$ cat config.mk
export PLATFORM = sky130hd
export DESIGN_NAME = arm_thumb_relocation_patcher
export DESIGN_NICKNAME = d
export VERILOG_FILES = /design/src/rtl/core/atrp_pkg.sv /design/src/rtl/core/atrp_decode.sv /design/src/rtl/core/atrp_add.sv /design/src/rtl/core/atrp_encode.sv /design/src/rtl/core/arm_thumb_relocation_patcher.sv
export SDC_FILE = /design/constraint.sdc
export NUM_CORES = 1
export LEC_CHECK = 0
export ABC_AREA = 1
export BUFFER_PORTS_ARGS = -buffer_cell sky130_fd_sc_hd__buf_2
export CAP_MARGIN = 0
export CORE_MARGIN = 3
export CORE_UTILIZATION = 30
export CTS_CLUSTER_SIZE = 25
export DETAILED_ROUTE_END_ITERATION = 16
export SLEW_MARGIN = 20
export SYNTH_ARGS = -nofsm -noshare
export SYNTH_HDL_FRONTEND = slang
export SYNTH_SLANG_ARGS = --single-unit
export TNS_END_PERCENT = 100
$ cat constraint.sdc
create_clock -name clock -period 6 [get_ports clock]
set_clock_uncertainty 0.1 [all_clocks]
set_input_delay 0.9 -clock clock [delete_from_list [all_inputs] [get_ports clock]]
set_output_delay 0.9 -clock clock [all_outputs]
set_load 0.005 [all_outputs]
$ cat src/rtl/core/atrp_pkg.sv
// atrp_pkg: shared types and constants for the relocation patcher pipeline
// used by every module under rtl/core; depends on nothing else
`default_nettype none

package atrp_pkg;

   // relocation type codes on the request channel
   localparam logic [7:0] RELOC_ABS32    = 8'd2;
   localparam logic [7:0] RELOC_THM_CALL = 8'd10;
   localparam logic [7:0] RELOC_MOVW     = 8'd47;
   localparam logic [7:0] RELOC_MOVT     = 8'd48;

   // status codes on the result channel
   localparam logic STATUS_OK          = 1'b0;
   localparam logic STATUS_UNSUPPORTED = 1'b1;

   // bl pair prefixes in bits 15:11 of each halfword
   localparam logic [4:0] BL_HI_PREFIX = 5'b11110;
   localparam logic [4:0] BL_LO_PREFIX = 5'b11111;

   // decoded operation carried down the pipe
   typedef enum logic [2:0] {
      KIND_ABS32,
      KIND_CALL,
      KIND_MOVW,
      KIND_MOVT,
      KIND_UNSUP
   } kind_type;

   // payload after decode
   typedef struct packed {
      kind_type    kind;
      logic [31:0] orig;
      logic [31:0] sym;
      logic [31:0] place;
      logic        thumb;
      logic [31:0] addend;
   } dec_type;

   // payload after the symbol add
   typedef struct packed {
      kind_type    kind;
      logic [31:0] orig;
      logic [31:0] place;
      logic [31:0] sum;
   } sum_type;

endpackage

`default_nettype wire

$ cat src/rtl/core/atrp_decode.sv
// atrp_decode: first stage, classifies the type and extracts the addend
// depends on atrp_pkg
`default_nettype none

module atrp_decode (
   input  wire                  clock,
   input  wire                  reset,
   input  wire                  in_valid,
   output logic                 in_ready,
   input  wire  [7:0]           reloc_type,
   input  wire  [31:0]          orig_word,
   input  wire  [31:0]          symbol_addr,
   input  wire  [31:0]          place_addr,
   input  wire                  symbol_is_func,
   output logic                 out_valid,
   input  wire                  out_ready,
   output atrp_pkg::dec_type    out_data
);
   import atrp_pkg::*;

   logic        valid_ff;
   logic        valid_in;
   dec_type     data_ff;
   dec_type     data_in;
   logic [15:0] hw0;
   logic [15:0] hw1;
   logic [15:0] imm16;

   // stage advances when empty or downstream takes the transaction
   assign in_ready  = !valid_ff || out_ready;
   assign out_valid = valid_ff;
   assign out_data  = data_ff;
   assign valid_in  = in_ready ? in_valid : valid_ff;

   assign hw0   = orig_word[15:0];
   assign hw1   = orig_word[31:16];
   assign imm16 = {hw0[3:0], hw0[10], hw1[14:12], hw1[7:0]};

   // type decode and addend extraction
   always_comb begin
      data_in.orig  = orig_word;
      data_in.sym   = symbol_addr;
      data_in.place = place_addr;
      data_in.thumb = symbol_is_func;
      case (reloc_type)
         RELOC_ABS32: begin
            data_in.kind   = KIND_ABS32;
            data_in.addend = orig_word;
         end
         RELOC_THM_CALL: begin
            data_in.kind   = KIND_CALL;
            data_in.addend = {{9{hw0[10]}}, hw0[10:0], hw1[10:0], 1'b0};
         end
         RELOC_MOVW: begin
            data_in.kind   = KIND_MOVW;
            data_in.addend = {{16{imm16[15]}}, imm16};
         end
         RELOC_MOVT: begin
            data_in.kind   = KIND_MOVT;
            data_in.addend = {{16{imm16[15]}}, imm16};
         end
         default: begin
            data_in.kind   = KIND_UNSUP;
            data_in.addend = 32'd0;
         end
      endcase
   end

   // stage registers
   always_ff @(posedge clock) begin
      if (reset) begin
         valid_ff <= 1'b0;
      end else begin
         valid_ff <= valid_in;
      end
   end

   always_ff @(posedge clock) begin
      if (in_ready) begin
         data_ff <= data_in;
      end
   end

endmodule

`default_nettype wire

$ cat src/rtl/core/atrp_add.sv
// atrp_add: second stage, adds symbol and addend and merges the thumb bit
// depends on atrp_pkg
`default_nettype none

module atrp_add (
   input  wire                  clock,
   input  wire                  reset,
   input  wire                  in_valid,
   output logic                 in_ready,
   input  atrp_pkg::dec_type    in_data,
   output logic                 out_valid,
   input  wire                  out_ready,
   output atrp_pkg::sum_type    out_data
);
   import atrp_pkg::*;

   logic        valid_ff;
   logic        valid_in;
   sum_type     data_ff;
   sum_type     data_in;
   logic [31:0] raw_sum;

   assign in_ready  = !valid_ff || out_ready;
   assign out_valid = valid_ff;
   assign out_data  = data_ff;
   assign valid_in  = in_ready ? in_valid : valid_ff;

   assign raw_sum = in_data.sym + in_data.addend;

   // s + a, with t or-ed in for calls and movw
   always_comb begin
      data_in.kind  = in_data.kind;
      data_in.orig  = in_data.orig;
      data_in.place = in_data.place;
      case (in_data.kind)
         KIND_CALL, KIND_MOVW: data_in.sum = {raw_sum[31:1], raw_sum[0] | in_data.thumb};
         default:              data_in.sum = raw_sum;
      endcase
   end

   always_ff @(posedge clock) begin
      if (reset) begin
         valid_ff <= 1'b0;
      end else begin
         valid_ff <= valid_in;
      end
   end

   always_ff @(posedge clock) begin
      if (in_ready) begin
         data_ff <= data_in;
      end
   end

endmodule

`default_nettype wire

$ cat src/rtl/core/atrp_encode.sv
// atrp_encode: last stage, subtracts the place for calls and re-encodes the word
// depends on atrp_pkg; its registers drive the result channel
`default_nettype none

module atrp_encode (
   input  wire                  clock,
   input  wire                  reset,
   input  wire                  in_valid,
   output logic                 in_ready,
   input  atrp_pkg::sum_type    in_data,
   output logic                 out_valid,
   input  wire                  out_ready,
   output logic [31:0]          patched_word,
   output logic                 status
);
   import atrp_pkg::*;

   logic        valid_ff;
   logic        valid_in;
   logic [31:0] word_ff;
   logic [31:0] word_in;
   logic        status_ff;
   logic        status_in;
   logic [31:0] branch;
   logic [15:0] field;
   logic [15:0] hw0;
   logic [15:0] hw1;

   assign in_ready     = !valid_ff || out_ready;
   assign out_valid    = valid_ff;
   assign patched_word = word_ff;
   assign status       = status_ff;
   assign valid_in     = in_ready ? in_valid : valid_ff;

   assign branch = in_data.sum - in_data.place;
   assign field  = (in_data.kind == KIND_MOVT) ? in_data.sum[31:16] : in_data.sum[15:0];
   assign hw0    = in_data.orig[15:0];
   assign hw1    = in_data.orig[31:16];

   // word assembly per operation
   always_comb begin
      status_in = STATUS_OK;
      case (in_data.kind)
         KIND_ABS32: word_in = in_data.sum;
         KIND_CALL: begin
            word_in = {BL_LO_PREFIX, branch[11:1], BL_HI_PREFIX, branch[22:12]};
         end
         KIND_MOVW, KIND_MOVT: begin
            word_in = {hw1[15], field[10:8], hw1[11:8], field[7:0],
                       hw0[15:11], field[11], hw0[9:4], field[15:12]};
         end
         default: begin
            word_in   = in_data.orig;
            status_in = STATUS_UNSUPPORTED;
         end
      endcase
   end

   always_ff @(posedge clock) begin
      if (reset) begin
         valid_ff <= 1'b0;
      end else begin
         valid_ff <= valid_in;
      end
   end

   always_ff @(posedge clock) begin
      if (in_ready) begin
         word_ff   <= word_in;
         status_ff <= status_in;
      end
   end

endmodule

`default_nettype wire

$ cat src/rtl/core/arm_thumb_relocation_patcher.sv
// relocation patcher: one request in, one patched word out, through three stages
// ports of the decode, add and encode stages; types from atrp_pkg
//
// usage:
//   req_* carries one relocation transaction: type, original word, symbol
//   address, place address and the function flag. rsp_* returns the patched
//   word and a status (1 when the type is not abs32, thm_call, movw or movt).
//   a transaction moves on each edge where valid and ready are both high.
// pipeline and throughput:
//   decode, symbol add and place subtract/encode each hold one register
//   stage, in that order; the encode register drives rsp_valid. with
//   rsp_ready held high one transaction enters and one leaves every cycle.
// stall:
//   when rsp_ready is low the last stage holds its result and each stage keeps
//   accepting until it and the one below it are full; then req_ready drops.
//   nothing is dropped or repeated.
// reset:
//   synchronous, active high; empties all stages, rsp_valid is low after it.
`default_nettype none

module arm_thumb_relocation_patcher (
   input  wire          clock,
   input  wire          reset,
   input  wire          req_valid,
   output logic         req_ready,
   input  wire  [7:0]   req_reloc_type,
   input  wire  [31:0]  req_orig_word,
   input  wire  [31:0]  req_symbol_addr,
   input  wire  [31:0]  req_place_addr,
   input  wire          req_symbol_is_func,
   output logic         rsp_valid,
   input  wire          rsp_ready,
   output logic [31:0]  rsp_patched_word,
   output logic         rsp_status
);
   import atrp_pkg::*;

   logic    dec_valid;
   logic    dec_ready;
   dec_type dec_data;
   logic    sum_valid;
   logic    sum_ready;
   sum_type sum_data;

   // decode stage
   atrp_decode u_decode (
      .clock          (clock),
      .reset          (reset),
      .in_valid       (req_valid),
      .in_ready       (req_ready),
      .reloc_type     (req_reloc_type),
      .orig_word      (req_orig_word),
      .symbol_addr    (req_symbol_addr),
      .place_addr     (req_place_addr),
      .symbol_is_func (req_symbol_is_func),
      .out_valid      (dec_valid),
      .out_ready      (dec_ready),
      .out_data       (dec_data)
   );

   // symbol add stage
   atrp_add u_add (
      .clock     (clock),
      .reset     (reset),
      .in_valid  (dec_valid),
      .in_ready  (dec_ready),
      .in_data   (dec_data),
      .out_valid (sum_valid),
      .out_ready (sum_ready),
      .out_data  (sum_data)
   );

   // encode stage, drives the result channel
   atrp_encode u_encode (
      .clock        (clock),
      .reset        (reset),
      .in_valid     (sum_valid),
      .in_ready     (sum_ready),
      .in_data      (sum_data),
      .out_valid    (rsp_valid),
      .out_ready    (rsp_ready),
      .patched_word (rsp_patched_word),
      .status       (rsp_status)
   );

`ifndef SYNTHESIS
   // pipeline comes up empty
   a_reset_empty: assert property (@(posedge clock) reset |=> !rsp_valid && !dec_valid)
      else $error("pipeline not empty after reset");

   // a free receiver never backs up the request side
   a_ready_chain: assert property (@(posedge clock) disable iff (reset)
      rsp_ready |-> req_ready)
      else $error("req_ready low while rsp_ready high");

   // an accepted request lands in the decode register
   a_decode_fill: assert property (@(posedge clock) disable iff (reset)
      req_valid && req_ready |=> dec_valid)
      else $error("accepted transaction lost at decode");

   // a full middle stage that is stalled keeps its transaction
   a_add_hold: assert property (@(posedge clock) disable iff (reset)
      sum_valid && !sum_ready |=> sum_valid && $stable(sum_data))
      else $error("stalled add stage changed");
`endif

endmodule

`default_nettype wire
Word level (Yosys, flattened, before mapping)
Index checks and enable logic that the tools add are counted.
{"block": "totals", "reg_bits": 249, "inputBits": 109, "output_inout_bits": 35, "word_cells": 44}
{"block": "op_classes", "addsub": 2, "eq_ne": 9, "n_mux": 6, "bitwise": 1, "n_reduce_logical": 11}
{"operator": "32-bit one-hot mux with 3 select lines", "n": 2}
{"operator": "32-bit adder", "n": 1}
{"operator": "23-bit subtractor", "n": 1}
{"operator": "8-bit by 6-bit == test with 1-bit output, second input constant", "n": 2}
{"operator": "16-bit 2-to-1 mux", "n": 1}
{"operator": "3-bit one-hot mux with 4 select lines", "n": 1}
{"operator": "3-bit by 2-bit == test with 1-bit output, second input constant", "n": 3}
{"operator": "8-bit by 2-bit == test with 1-bit output, second input constant", "n": 1}
{"operator": "8-bit by 4-bit == test with 1-bit output, second input constant", "n": 1}
{"operator": "3-bit by 1-bit == test with 1-bit output, second input constant", "n": 2}
{"operator": "2-bit OR reduction", "n": 3}
{"operator": "4-bit OR reduction", "n": 1}
{"operator": "1-bit zero test", "n": 3}
{"operator": "3-bit zero test", "n": 1}
{"operator": "1-bit logical OR", "n": 3}
{"operator": "1-bit 2-to-1 mux", "n": 2}
{"operator": "1-bit bitwise OR", "n": 1}

Longest topological paths before layout
Gate-level depths: netlist (run 1).
{"block": "logic_depth", "word_depth": 4, "depth_mapped": 13}

Modules after synthesis
From an unflattened synthesis (run 1), not the netlist that was laid out.
{"block": "unflattened", "hier_cells": 1449, "hier_area_um2": 13719.4}
{"module": "atrp_add", "n_inst": 1, "cells_each": 603, "area_each_um2": 5416.4}
{"module": "atrp_decode", "n_inst": 1, "cells_each": 284, "area_each_um2": 4774.6}
{"module": "atrp_encode", "n_inst": 1, "cells_each": 562, "area_each_um2": 3528.4}

Least setup slack after synthesis (run 1)
No wires, ideal clock.
{"block": "synth_path", "path_kind": "input -> output", "from": "input rsp_ready", "to": "output req_ready", "t_arrival_ns": 4.468, "path_slack_ns": 0.532, "path_stages": 4, "n_path_buf": 0, "path_cell_list": "inv_1 nand2_1 nor2_1 nand2_1"}
{"block": "synth_via", "elab_chain_len": 3}
{"element": "from (decl)", "line": "arm_thumb_relocation_patcher.sv:32", "source": "input wire rsp_ready,"}
{"element": "1-bit logical OR", "line": "atrp_encode.sv:29", "source": "assign in_ready = !valid_ff || out_ready;"}
{"element": "net sum_ready", "line": "arm_thumb_relocation_patcher.sv:42", "source": "logic sum_ready;"}
{"element": "1-bit logical OR", "line": "atrp_add.sv:23", "source": "assign in_ready = !valid_ff || out_ready;"}
{"element": "1-bit logical OR", "line": "atrp_decode.sv:30", "source": "assign in_ready = !valid_ff || out_ready;"}
{"element": "to (decl)", "line": "arm_thumb_relocation_patcher.sv:25", "source": "output logic req_ready,"}
The timed path passes the listed nets, and every way through them passes these cells.

Worst setup path in the final report (run 1)
Ends and elaborated chain as after synthesis.

==> results of run 1 <==
-- routing by layer --
metal,vias up,global-route usage (%),wire length [um]
li1,4655,-,-
met1,4457,22.84,17090
met2,244,28.23,17830
met3,75,2.436,1730
met4,0,5.958,1561
met5,-,0,0
-- power breakdown --
| part | internal [mW] | switching (mW) | leakage, nW |
|---|---|---|---|
| clock | 0.931 | 0.709 | 0.437 |
| combinational | 0.138 | 0.256 | 3.52 |
| sequential | 2.00 | 0.0520 | 2.68 |
-- worst min path at each step --
stage / to / startpoint / slack (ps) / cells past startpoint
5_1_grt: u_add.out_data[72]$_DFFE_PP_ / u_decode.out_data[105]$_DFFE_PP_ / 310 / 0
6_report: u_add.out_data[72]$_DFFE_PP_ / u_decode.out_data[105]$_DFFE_PP_ / 310 / 0
2_1_floorplan: u_add.out_data[32]$_DFFE_PP_ / u_decode.out_data[33]$_DFFE_PP_ / 300 / 0
4_1_cts: u_add.out_data[72]$_DFFE_PP_ / u_decode.out_data[105]$_DFFE_PP_ / 320 / 0
3_5_place_dp: u_add.out_data[73]$_DFFE_PP_ / u_decode.out_data[106]$_DFFE_PP_ / 300 / 0
3_3_place_gp: u_add.out_data[43]$_DFFE_PP_ / u_decode.out_data[44]$_DFFE_PP_ / 300 / 0
-- worst max-delay path, delay by kind of cell --
family	cells	cell delay, ps
buffers and inverters	4	740
and+or+nand+nor	3	770
-- cell usage after synthesis, drive strengths merged (10+ instances only) --
| cell | instances | share of area, % |
|---|---|---|
| nand2 | 374 | 11 |
| edfxtp | 246 | 59 |
| inv | 172 | 5.1 |
| nor2 | 91 | 3.1 |
| a21oi | 72 | 3.0 |
| nand3 | 71 | 3.0 |
| ha | 52 | 5.2 |
| o21ai | 50 | 2.0 |
| nand4 | 24 | 1.2 |
| xor2 | 17 | 1.2 |
| nor3 | 13 | 0.56 |
| buf | 10 | 0.48 |
-- logic make-up after synthesis --
logic type	share of synthesized area [%]
and+or+nand+nor	20.71
DFF	59.16
AOI/OAI and AO/OA	7.346
adders and majority gates	5.487
xor gates and xnor gates	1.461
buffers and inverters	5.835
-- final cells by class --
type	count	area, um2	share of cell area (%)
sequential	249	7447	50.34
multi-input combinational	832	4413	29.83
clock buffer	32	737.0	4.981
timing repair buffer	141	723.2	4.888
tap	532	665.6	4.499
inverter	173	653.1	4.415
clock inverter	19	152.6	1.032
antenna	1	2.502	0.01691
-- state kept, by name, indices dropped and copies added, names as in the netlist --
name,count
u_decode.out_valid,1
u_encode.status,1
u_encode.out_valid,1
u_add.out_valid,1
u_add.out_data,90
u_decode.out_data,123
u_encode.patched_word,32
-- through the flow --
| stage | worst slack, ps | area [um2] | cells | hold slack, ps |
|---|---|---|---|---|
| finish | 2551 | 14790 | 1979 | 312.8 |
| global route | 2340 | 14790 | 1979 | 313.9 |
| CTS | 2467 | 14790 | 1978 | 315.4 |
| detailed placement | 2468 | 13900 | 1927 | 304.5 |
| global placement | 2511 | 13900 | 1927 | 301.4 |
| floorplan | 532.5 | 12590 | 1270 | 300.3 |
==> impl_metrics.yaml, run 1 <==
status:
  status: "finished clean"
clocking:
  clock_sinks: 249
  cts_resized: 0
  clk_path_buf_depth: 3
  ctsHoldBuffers: 0
  cts-root-buf: "clkbuf_16"
  cts_tree: "done"
  clk_pin_slew_ps: 60
  htree_levels: 1
  cts_setup_buffers: 0
  cts_buffers: 28
  clk_latency_ps: 560
sta:
  slew_headroom_pct: 47.67
  fin_setup_tns_ps: 0
  period_minus_slack_ps: 3449
  worstMarginPinSlew_ps: 784.0
  finalHoldViolCount: 0
  rsz0062_at_grt: "no"
  period_share_pct: 57.49
  slew_viol_final: 0
  setup_viol: 0
  max_freq_mhz: 289.9
finish:
  final_common_cell: "nand2_1"
  post-route-util_pct: 35.99
  layout.nets: 1588
  drive_gt1_share_pct: 16.60
  area_delta_synth_final_pct: 17.53
  num-fill-cells: 4228
  final_cell_mix: "nand2_1, edfxtp_1, inv_1"
die:
  start_util_pct: 30.62
  rows: 74
  die_h_um: 210.8
  die_x_um: 210.8
  dieArea_um2: 44450
  io_pins: 144
  core_um2: 41110
power:
  p_leak_nw: 6.643
  totalPowerFinal_mw: 4.087
  peakVddDrop_mv: 0.2206
  power.density_nw_per_um2: 276.3
logic_synthesis:
  synth.distinct_cells: 50
  syn-cell-area_um2: 12590
  ys_seq_area_share_pct: 59.17
  synthesis.nets: 1433
  synthArstFlopShare_pct: 0
  synth-seq-cells: 249
  syn-instance-count: 1270
  synth_warnings: 0
  synthFlopType: "edfxtp_1"
  synth-edff-count: 246
  syn_avg_cell_area_um2: 9.911
detailed_routing:
  first_iter_violations: 647
  antenna_left: 0
  wire_per_inst_um: 19.31
  first_pass_iters: 5
  viasPerCell: 4.766
  wirelength_mm: 38.22
  drc: 0
  vias: 9431
run:
  maxCapViolations: 0
worst_setup_path:
  timing.rr.start: "u_encode.out_valid$_SDFFE_PP0P_"
  reg2reg_to: "u_decode.out_data[67]$_DFFE_PP_"
  endpoint_kind: "output port"
  startpoint: "rsp_ready"
  critPathRequiredTime_ps: 5000
  startpoint_type: "primary input"
  crit_top_cell: "buf_2"
  crit_type: "primary input to output port"
  crit_path_max_fanout: 49
  cp.arrival_ps: 2450
  critPathMaxStageDelay_ps: 540
  r2r_slack_ps: 3260
  crit_end: "req_ready"
  ff2ff_path_depth: 5
  crit_slowest_cell: "nand2_4"
  critical_path.cell_chain: "buf_2, inv_1, nand2_1, buf_4, nor2_1, nand2_4, buf_2"
worst_hold_path:
  hold_path_class: "register to register"
grt:
  grt_usage_pct: 16.98
  grt_pass1_vias: 9211
  grt_first_pass_wirelength_mm: 56.26
  grt_start_max_net_pins: 61
  antenna_found_initial: 1
  gr-total-overflow: 0
placed_design:
  dp_hpwl_mm: 31.05
  port_buffers: 134
  globalplace.congestion: 0.9265
No activity file was read; power rests on OpenSTA's default activity.
==> inputs of run 2 (changes only) <==
Settings changed: ABC_AREA 1 to 0.
Clock period 6 ns to 3.25 ns, I/O delays scaled along.
==> impl_metrics.yaml, run 2 <==
clocking:
  cts-root-buf: "clkbuf_16"
  htree_levels: 1
  clk_path_buf_depth: 3
  clk_latency_ps: 570
  cts_tree: "done"
  clk_pin_slew_ps: 60
  cts_buffers: 28
  clock_sinks: 249
power:
  peakVddDrop_mv: 0.3188
  power.density_nw_per_um2: 521.9
  totalPowerFinal_mw: 7.611
  p_leak_nw: 6.092
logic_synthesis:
  synthTopCellsByArea: "edfxtp_1, ha_1, a21oi_1"
  synth_top_area_share_pct: 62.45
  syn_avg_cell_area_um2: 12.91
  ys_seq_area_share_pct: 62.96
  synth-seq-cells: 249
  synthArstFlopShare_pct: 0
  synth_commonest_cells: "edfxtp_1, nand2_1, a21oi_1"
  syn-cell-area_um2: 11830
  synth-edff-count: 246
  yosysTopAreaCell: "edfxtp_1"
  synth_warnings: 0
  syn-instance-count: 916
  synth.distinct_cells: 65
  synthFlopType: "edfxtp_1"
  synthesis.nets: 1079
  yosysMostFrequentCell: "edfxtp_1"
sta:
  max_freq_mhz: 322.8
  worstMarginPinSlew_ps: 423.7
  period_minus_slack_ps: 3098
  period_share_pct: 95.32
  rsz0062_at_grt: "no"
  setup_viol: 0
  finalHoldViolCount: 0
  fin_setup_tns_ps: 0
  slew_viol_final: 0
  slew_headroom_pct: 71.03
detailed_routing:
  wire_per_inst_um: 19.29
  first_iter_violations: 443
  antenna_left: 0
  first_pass_iters: 4
  vias: 7956
  drc: 0
  viasPerCell: 4.810
  wirelength_mm: 31.91
grt:
  grt_pass1_vias: 8077
  grt_usage_pct: 15.12
  grt_start_max_net_pins: 60
  antenna_found_initial: 1
  grt_first_pass_wirelength_mm: 48.16
  gr-total-overflow: 0
finish:
  final_common_cell: "edfxtp_1"
  num-fill-cells: 3753
  largest_reg_flops: 123
  drive_gt1_share_pct: 20.25
  final_cell_mix: "edfxtp_1, buf_2, nand2_1, a21oi_1, o21ai_0"
  fin_cells: 1654
  layout.nets: 1278
  area_delta_synth_final_pct: 23.29
  antenna_cells: 0
worst_setup_path:
  startpoint_type: "register"
  endpoint_kind: "register"
  cp.arrival_ps: 3290
  crit_type: "register to register"
  crit_path_max_fanout: 3
  r2r_slack_ps: 150
  critPathRequiredTime_ps: 3440
placed_design:
  dp_cells: 1561
  port_buffers: 134
  globalplace.congestion: 0.9236
  dp_hpwl_mm: 24.21
die:
  dieArea_um2: 41850
  start_util_pct: 30.47
  die_h_um: 204.6
  io_pins: 144
  core_um2: 38830
  die_x_um: 204.6
  rows: 72
status:
  status: "finished clean"
worst_hold_path:
  hold_path_class: "primary input to register"
run:
  maxCapViolations: 0
==> run 2: cell types whose count changed after synthesis, sizes merged, moves of 9 or more <==
cell / before / now
nand4: 24 / 4
and3: 0 / 10
xnor2: 4 / 35
a21o: 3 / 35
nand3: 71 / 17
nor3: 13 / 4
a211oi: 0 / 11
nand2b: 0 / 9
mux2i: 0 / 31
nor2: 91 / 43
o21ai: 50 / 74
inv: 172 / 46
clkbuf: 6 / 26
nand2: 374 / 72
==> run 2: layout make-up <==
type                    count  area (um2)  area share [%]
flip-flops and latches    249        7447           51.06
repair buffers            202        1311           8.991
inverters                  46       173.9           1.193
clock buffers              30       708.2           4.856
well taps                 518       648.1           4.444
clock inverters            21       203.9           1.398
multi-input cells         588        4091           28.05
==> run 2: stage by stage <==
stage          cell area (um2)  hold slack [ps]  setup slack (ps)  util (%)
2_1_floorplan            11830            300.3             222.6         -
3_3_place_gp             13240            304.2             137.5     34.10
3_5_place_dp             13240            304.5             119.0     34.10
4_1_cts                  14570           0.1128             81.71     37.54
5_1_grt                  14580            1.594             14.04     37.56
6_report                 14580            12.96             152.2     37.56
==> run 2: where the power goes <==
group          switching (mW)  internal, mW
registers              0.0849          3.69
logic                   0.395         0.323
clock network            1.30          1.82
total                    1.78          5.83
==> run 2: logic make-up after synthesis <==
group | Yosys count | synth area share [%]
compound gates | 259 | 14.16
flops | 249 | 62.96
simple gates | 187 | 7.447
buf+inv | 79 | 2.602
fa+ha+maj | 54 | 5.839
xor+xnor | 50 | 3.702
mux | 38 | 3.290
==> run 2: layer usage <==
layer	track usage (%)	up-vias	routed length (um)
li1	-	3860	-
met1	21.16	3852	14950
met2	24.50	194	14740
met3	2.479	48	1370
met4	3.932	2	835
met5	0	-	20
==> run 2: repair_timing <==
action,in CTS,in global routing
gates resized for setup,0,3
buffers inserted,0,0
endpoints found under the setup margin,0,3
hold endpoints to repair,44,0
hold buffers,42,0
==> run 2: worst paths after layout <==
path,depth (start not counted),endpoint,start
max,10,u_encode.patched_word[10]$_DFFE_PP_,u_add.out_data[0]$_DFFE_PP_
min,1,u_decode.out_data[68]$_DFFE_PP_,req_symbol_addr[3]
min reg2reg,0,u_add.out_data[77]$_DFFE_PP_,u_decode.out_data[110]$_DFFE_PP_
max reg2reg,10,u_encode.patched_word[10]$_DFFE_PP_,u_add.out_data[0]$_DFFE_PP_
==> run 2: critical path, cell delays in order, from the launching register on <==
cell      delay (ps)
edfxtp_1         380
nand2b_1         190
fa_1             440
a211o_1          320
a211oi_2         340
o221ai_1         200
nor3_2           160
o21ai_1          160
a41oi_2          250
xnor2_1          150
o221ai_1         140
==> inputs of run 3 (changes only) <==
Settings changed: MAX_ROUTING_LAYER set to met4, SKIP_LAST_GASP set to 1, SLEW_MARGIN 20 to unset.
==> impl_metrics.yaml, run 3 (same netlist as run 2, synthesis figures left out) <==
status:
  status: "finished clean"
worst_setup_path:
  critical_path.cell_chain: "ha_1, inv_1, fa_1, nand2b_1, a21oi_1, o211ai_1, a221o_1, o21ba_2, o221ai_1, a21oi_1, xnor2_1"
  critPathRequiredTime_ps: 3460
  crit_top_cell: "a21oi_1"
  crit_type: "register to register"
  crit_path_max_fanout: 3
  r2r_slack_ps: 120
  startpoint_type: "register"
  crit_slowest_cell: "fa_1"
  reg2reg_to: "u_add.out_data[28]$_DFFE_PP_"
  ff2ff_path_depth: 11
  critPathMaxStageDelay_ps: 410
  startpoint: "u_decode.out_data[0]$_DFFE_PP_"
  endpoint_kind: "register"
  timing.rr.start: "u_decode.out_data[0]$_DFFE_PP_"
  cp.arrival_ps: 3340
  crit_end: "u_add.out_data[28]$_DFFE_PP_"
clocking:
  cts_buffers: 28
  htree_levels: 1
  clk_latency_ps: 570
  cts-root-buf: "clkbuf_16"
  cts_tree: "done"
  clk_path_buf_depth: 3
  clk_pin_slew_ps: 60
  clock_sinks: 249
sta:
  setup_viol: 0
  rsz0062_at_grt: "no"
  hold_slack_ps: 25.24
  finalWorstSetupSlack_ps: 116.2
  worstMarginPinSlew_ps: 443.9
  finalHoldViolCount: 0
  max_freq_mhz: 319.1
  slew_viol_final: 0
  period_minus_slack_ps: 3134
  slew_headroom_pct: 69.64
  period_share_pct: 96.43
  fin_setup_tns_ps: 0
power:
  totalPowerFinal_mw: 7.486
  p_leak_nw: 6.091
  power.density_nw_per_um2: 511.3
  peakVddDrop_mv: 0.3177
die:
  die_h_um: 204.6
  rows: 72
  io_pins: 144
  die_x_um: 204.6
  core_um2: 38830
  dieArea_um2: 41850
  start_util_pct: 30.47
finish:
  drive_gt1_share_pct: 19.39
  fin_cells: 1659
  final_cell_mix: "edfxtp_1, buf_2, nand2_1, a21oi_1, o21ai_0"
  area_delta_synth_final_pct: 23.77
  multi_input_area_um2: 4108
  largest_reg_flops: 123
  post-route-util_pct: 37.71
  fin_area_um2: 14640
  final_common_cell: "edfxtp_1"
  layout.nets: 1285
  num-fill-cells: 3728
  regArea_um2: 7447
detailed_routing:
  wirelength_mm: 31.75
  vias: 8014
  wire_per_inst_um: 19.14
  viasPerCell: 4.831
  first_pass_iters: 8
  antenna_left: 0
  first_iter_violations: 409
  drc: 0
grt:
  antenna_found_initial: 1
  grt_pass1_vias: 7998
  grt_start_max_net_pins: 69
  grt_first_pass_wirelength_mm: 48.05
  grt_usage_pct: 15.57
  gr-total-overflow: 0
placed_design:
  place_area_um2: 13220
  dp_hpwl_mm: 24.17
  globalplace.congestion: 0.9281
  dp_cells: 1557
  dp_slack_ps: 102.4
  port_buffers: 134
worst_hold_path:
  hold_path_class: "primary input to register"
run:
  maxCapViolations: 0
run 3: layer usage:
layer,wire length (um),track usage (%),vias to the layer above
met5,0,-,-
met4,1131,4.841,0
met3,1597,2.256,61
met2,14440,24.19,217
met1,14580,21.21,3860
li1,-,-,3876
run 3: worst max-delay path, delay by kind of cell (launching register included):
kind	cells	cell delay (ps)
compound gates	6	1470
xor+xnor	1	140
fa+ha+maj	2	610
simple gates	1	190
buf+inv	1	60
flops	1	320
run 3: how the worst min path moves through the flow:
| stage | to | cells after the start | start |
|---|---|---|---|
| 3_3_place_gp | u_add.out_data[89]$_DFFE_PP_ | 0 | u_decode.out_data[122]$_DFFE_PP_ |
| 3_5_place_dp | u_add.out_data[39]$_DFFE_PP_ | 0 | u_decode.out_data[40]$_DFFE_PP_ |
| 5_1_grt | u_decode.out_data[39]$_DFFE_PP_ | 1 | req_place_addr[6] |
| 6_report | u_decode.out_data[33]$_DFFE_PP_ | 1 | req_place_addr[0] |
| 4_1_cts | u_decode.out_data[70]$_DFFE_PP_ | 1 | req_symbol_addr[5] |
| 2_1_floorplan | u_add.out_data[32]$_DFFE_PP_ | 0 | u_decode.out_data[33]$_DFFE_PP_ |
run 3: final cells by class:
class                           count  area share [%]
Antenna cell                        1         0.01709
Multi-Input combinational cell    588           28.06
Timing Repair Buffer              209           9.572
Sequential cell                   249           50.87
Tap cell                          518           4.427
Inverter                           46           1.188
Clock inverter                     14          0.9315
Clock buffer                       34           4.940
run 3: power breakdown:
| part | switching [mW] | total, mW | internal [mW] |
|---|---|---|---|
| Combinational | 0.397 | 0.732 | 0.335 |
| Sequential | 0.0827 | 3.77 | 3.69 |
| Clock | 1.25 | 2.98 | 1.73 |
run 3: repair_timing:
action                                  in CTS  in global routing
hold endpoints to repair                    52                  0
resized for setup                            0                  6
hold buffers                                52                  0
endpoints found under the setup margin       0                  4
buffers inserted                             0                  1
